File: src/hw/rtl/rmt_pkg.sv
`default_nettype none

package rmt_pkg;

    // Default number of leaves; the top level hands its parameter down.
    localparam int LEAVES_DEFAULT = 1024;

    // Fixed field widths of the transaction ports.
    localparam int IDX_W  = 10;
    localparam int DATA_W = 32;

    // Nodes hold values with the sign bit flipped, so unsigned compares order them.
    localparam logic [DATA_W-1:0] SIGN_BIT   = 32'h8000_0000;
    localparam logic [DATA_W-1:0] BIASED_MAX = 32'hFFFF_FFFF;

    // Transaction kinds.
    localparam logic KIND_WRITE = 1'b0;
    localparam logic KIND_QUERY = 1'b1;

    // Commands from the controller to the datapath.
    typedef struct packed {
        logic clr_write;
        logic load;
        logic leaf_write;
        logic sib_read;
        logic anc_update;
        logic lo_read;
        logic hi_read;
        logic acc_update;
        logic shift;
        logic out_load;
    } cmd_t;

    // Status from the datapath to the controller.
    typedef struct packed {
        logic clr_done;
        logic write_ok;
        logic query_ok;
        logic lo_lt_hi;
        logic lo_odd;
        logic hi_odd;
        logic parent_root;
    } status_t;

endpackage

`default_nettype wire

File: src/hw/rtl/rmt_ctrl.sv
`default_nettype none

module rmt_ctrl (
    input  wire logic             clk,
    input  wire logic             rst_n,
    input  wire logic             in_valid,
    output logic                  in_stall,
    input  wire logic             kind,
    output logic                  out_valid,
    input  wire logic             out_stall,
    input  wire rmt_pkg::status_t status,
    output rmt_pkg::cmd_t         cmd
);

    localparam logic [3:0] S_CLEAR  = 4'd0;
    localparam logic [3:0] S_IDLE   = 4'd1;
    localparam logic [3:0] S_W_LEAF = 4'd2;
    localparam logic [3:0] S_W_READ = 4'd3;
    localparam logic [3:0] S_W_UPD  = 4'd4;
    localparam logic [3:0] S_Q_TEST = 4'd5;
    localparam logic [3:0] S_Q_LO   = 4'd6;
    localparam logic [3:0] S_Q_HI   = 4'd7;
    localparam logic [3:0] S_DONE   = 4'd8;

    logic [3:0] state_reg, state_next;
    logic       out_valid_reg, out_valid_next;
    logic       out_free;

    assign in_stall  = (state_reg != S_IDLE);
    assign out_valid = out_valid_reg;
    assign out_free  = !out_valid_reg || !out_stall;

    always_comb
    begin
        state_next = state_reg;
        cmd        = '0;
        case (state_reg)
            S_CLEAR:
            begin
                cmd.clr_write = 1'b1;
                if (status.clr_done)
                begin
                    state_next = S_IDLE;
                end
            end
            S_IDLE:
            begin
                if (in_valid)
                begin
                    cmd.load = 1'b1;
                    if (kind == rmt_pkg::KIND_QUERY)
                    begin
                        state_next = status.query_ok ? S_Q_TEST : S_DONE;
                    end
                    else
                    begin
                        state_next = status.write_ok ? S_W_LEAF : S_IDLE;
                    end
                end
            end
            S_W_LEAF:
            begin
                cmd.leaf_write = 1'b1;
                state_next     = S_W_READ;
            end
            S_W_READ:
            begin
                cmd.sib_read = 1'b1;
                state_next   = S_W_UPD;
            end
            S_W_UPD:
            begin
                cmd.anc_update = 1'b1;
                state_next     = status.parent_root ? S_IDLE : S_W_READ;
            end
            S_Q_TEST:
            begin
                if (!status.lo_lt_hi)
                begin
                    state_next = S_DONE;
                end
                else if (status.lo_odd)
                begin
                    cmd.lo_read = 1'b1;
                    state_next  = S_Q_LO;
                end
                else if (status.hi_odd)
                begin
                    cmd.hi_read = 1'b1;
                    state_next  = S_Q_HI;
                end
                else
                begin
                    cmd.shift = 1'b1;
                end
            end
            S_Q_LO:
            begin
                cmd.acc_update = 1'b1;
                if (status.hi_odd)
                begin
                    cmd.hi_read = 1'b1;
                    state_next  = S_Q_HI;
                end
                else
                begin
                    cmd.shift  = 1'b1;
                    state_next = S_Q_TEST;
                end
            end
            S_Q_HI:
            begin
                cmd.acc_update = 1'b1;
                cmd.shift      = 1'b1;
                state_next     = S_Q_TEST;
            end
            S_DONE:
            begin
                if (out_free)
                begin
                    cmd.out_load = 1'b1;
                    state_next   = S_IDLE;
                end
            end
            default:
            begin
                state_next = S_IDLE;
            end
        endcase
    end

    assign out_valid_next = cmd.out_load ? 1'b1 : (out_valid_reg && out_stall);

    always_ff @(posedge clk or negedge rst_n)
    begin
        if (!rst_n)
        begin
            state_reg     <= S_CLEAR;
            out_valid_reg <= 1'b0;
        end
        else
        begin
            state_reg     <= state_next;
            out_valid_reg <= out_valid_next;
        end
    end

endmodule

`default_nettype wire

File: config.mk
export PLATFORM = sky130hd
export DESIGN_NAME = rmt_ctrl
export DESIGN_NICKNAME = d
export VERILOG_FILES = /design/src/hw/rtl/rmt_pkg.sv /design/src/hw/rtl/rmt_ctrl.sv
export SDC_FILE = /design/constraint.sdc
export NUM_CORES = 1
export LEC_CHECK = 0
export BUFFER_PORTS_ARGS = -buffer_cell sky130_fd_sc_hd__clkbuf_2
export CORE_AREA = 5 5 42 44
export CTS_CLUSTER_SIZE = 8
export DETAILED_ROUTE_END_ITERATION = 8
export DIE_AREA = 0 0 47 49
export MAX_ROUTING_LAYER = met4
export PLACE_DENSITY_LB_ADDON = 0.3
export SYNTH_ARGS = -nofsm -noshare
export SYNTH_HDL_FRONTEND = slang
export SYNTH_SLANG_ARGS = --single-unit
File: constraint.sdc
create_clock -name clk -period 1.85 [get_ports clk]
set_input_delay 0.0925 -clock clk [delete_from_list [all_inputs] [get_ports clk]]
set_output_delay 0.0925 -clock clk [all_outputs]
set_load 0.03 [all_outputs]
==> summary.md <==
| Metric | Value |
|---|---|
| Status | finished, final reports clean |
| Area of the mapped netlist | 452 µm² |
| Dpl cells | 99 |
| First-pass GRT wire length | 2070 µm |
| Critical path type | flop to primary output |
| TritonCTS clock tree | built |
| # DRC | 0 |
| Largest register FFs | 4 |
| Root Driver | clkbuf_4 |
| Worst R2R End | state_reg[1] |
| Die H | 49 µm |
| WHS Path Cells | 3 |
| Synth top area cells | dfrtp_1, nand2b_1, o21ai_0 |
| CP Launch Type | flop |
| Initial DRC Count | 11 |
| Pwr Total | 0.000988 W |
| Total track usage | 12.3% |
| Power Dens Cells | 1550 nW/µm² |
| Largest delay contributor family on the critical path | simple AND/OR/NAND/NOR gates |
| Fill cells | 156 |
| Setup_tns | 0 ns |
| Vias in the first global route | 479 |
| Routability-driven placement congestion ratio | 0.875 |
| Worst VDD drop | 0.700 mV |
| Synth Register Bits | 5 |
| Critical path buffers and inverters | 1 |
| Crit-path max cell delay | 0.44 ns |
| Die Area | 2300 µm² |
| Max clock buf depth | 2 |
| Top Ports | 24 |
| CP required | 1.76 ns |
| Slowest cell on crit path | dfrtp_1 |
| Min-Delay Endpoint | out_valid |
| Setup-failing EPs final | 0 |
| DR vias/cell | 5.18 |
| Antenna viol nets, final | 0 |
| Hold Crit Class | input pin to flop |
| Arrival time worst endpoint | 1.62 ns |
| Avg Inst Size Synth | 7.53 µm² |
| Final Max Tran Viols | 0 |
| Slew HR | 75.7% |
| Vias | 539 |
| Setup ws final | 0.141 ns |
| Cell count after synthesis | 60 |
| Core area | 1400 µm² |
| HPWL after detailed placement | 1040 µm |
| Crit path time final | 1.71 ns |
| Worst Min Path Start | out_stall |
| Die Wd | 47 µm |
| R2r setup slk | 0.45 ns |
| Sequential area share after synthesis | 27.7% |
| R2R cell count | 4 |
| Clock transition at the registers of the reported paths | 0.04 ns |
| Final core occ | 45.5% |
| Worst slew pin tran | 0.355 ns |
| Worst r2r src | state_reg[0] |
| Crit path capture type | primary output |
| Diodes inserted | 0 |
| CTS buffer count | 3 |
| Fin. Hold Viols | 0 |
| CTS H-Tree Depth | 1 |
| FP Rows | 14 |
| Fraction of layout cells with a size suffix above 1 | 37.5% |
| Max_cap viols | 0 |
| Largest net degree at the start of global routing | 14 |
| DP Worst Slack | 0.268 ns |
| Fin cells | 104 |
| Number of buffers added on ports | 23 |
| Fin nets | 101 |
| Cell-by-cell trace of the critical path | nor2b_2 -> nand4b_1 -> nand2b_1 -> a21oi_1 -> buf_2 |
| Global route overflow | 0 |
| Sinks on Clock Net | 5 |
| Leading area contributor after synthesis | dfrtp_1 |
| RSZ-0062 raised after global routing | no |
| Initial Utilization | 32.2% |
| Clock skew | 0.00273 ns |
| Max FO, Critical Path | 7 |
| Total iterations of the first detailed-routing run | 4 |
| Initial antenna violation count | 0 |
| Total wire length | 1270 µm |
| Avg WL per Cell | 12.2 µm |
| P&R area growth vs syn | 41.3% |
| Clock latency on the worst-skew pair | 0.24 ns |
| Syn_nets | 72 |
| Peak Freq | 585 MHz |
| Synth cell types | 27 |
| LEAKAGE | 0.328 nW |
| Yosys warnings | 0 |
| Area share of the largest cell type after synthesis | 27.7% |
| Final Cycle Share | 92.4% |
## routing by layer
metal / global-route usage, % / up-vias / wire (µm)
li1: - / 277 / -
met2: 17.0 / 24 / 572
met4: 6.91 / 0 / 23
met1: 17.1 / 234 / 551
met3: 1.11 / 4 / 120
met5: - / - / 0
## through the flow
step,area [µm²],hold WS [ns]
3_5_place_dp,591,-0.0890
3_3_place_gp,591,-0.0892
5_1_grt,638,0.128
6_report,638,0.113
2_1_floorplan,452,-0.203
4_1_cts,627,0.109
## synth_stat cells
library cell,count
buf_6,1
o21ai_0,5
dfrtp_1,5
nand2_1,6
nor4_1,1
o2111ai_1,1
a2111oi_0,1
or4_1,1
nor2b_1,3
nand2b_1,5
nor2_1,3
nand3b_1,1
and3_1,3
inv_1,2
a2bb2oi_1,1
o221ai_1,1
a21boi_0,1
a211oi_1,1
and4_1,1
a32oi_1,1
a21oi_1,3
nand3_1,2
buf_2,3
nor3_1,4
mux2i_1,1
nand4b_1,1
and2_1,2
## kinds of logic (layout without fill, tap and decap cells)
| logic type | after synthesis | in the layout | synth area share (%) |
|---|---|---|---|
| mux | 1 | 1 | 2.22 |
| simple gates | 33 | 33 | 40.7 |
| buf+inv | 6 | 34 | 7.48 |
| compound gates | 15 | 15 | 21.9 |
| flops | 5 | 5 | 27.7 |
## layout make-up
class	count	area (µm²)	area share, %
Multi-Input combinational cell	49	303	47.5
Timing Repair Buffer	28	155	24.3
Sequential cell	5	126	19.8
Clock buffer	4	26.3	4.12
Tap cell	16	20.0	3.14
Inverter	2	7.51	1.18
## worst register-to-register path, delay by kind of cell (launching register included)
family                 cells  cell delay, ns
AND/OR/NAND/NOR            2            0.71
buffers and inverters      1            0.17
AO/OA/AOI/OAI              1            0.08
flip-flops                 1            0.38
## cells in the final DEF, fill, tap and decap left out, types with 2 or more instances in the layout
| cell type | n |
|---|---|
| clkbuf_2 | 22 |
| nor2_1 | 3 |
| and2_1 | 2 |
| nor3_1 | 4 |
| nand2_1 | 6 |
| a21oi_1 | 3 |
| inv_1 | 2 |
| and3_1 | 3 |
| nand3_1 | 2 |
| clkbuf_4 | 3 |
| dfrtp_1 | 4 |
| buf_4 | 4 |
| nand2b_1 | 5 |
| o21ai_0 | 5 |
## power breakdown
group / switching, W / leakage, nW / internal (W)
clock: 0.0000408 / 0.0150 / 0.0000813
combinational: 0.000401 / 0.249 / 0.000249
sequential: 0.0000641 / 0.0636 / 0.000151
total: 0.000506 / 0.328 / 0.000481
## worst max-delay path by stage
stage,slack (ns),start,endpoint,cells past startpoint
2_1_floorplan,0.20,state_reg[1],cmd[3],3
6_report,0.14,state_reg[2],cmd[1],5
3_3_place_gp,0.33,state_reg[1],cmd[3],5
4_1_cts,0.009,state_reg[1],cmd[1],5
3_5_place_dp,0.27,state_reg[1],cmd[1],5
5_1_grt,0.004,state_reg[1],cmd[1],5
## repair_timing
action	4_1_cts	5_1_grt
setup endpoints to repair	0	2
buffers inserted	0	0
hold buffers	1	0
endpoints found under the hold margin	5	0
gates resized for setup	0	5
Power figures use the tool's default switching activity.
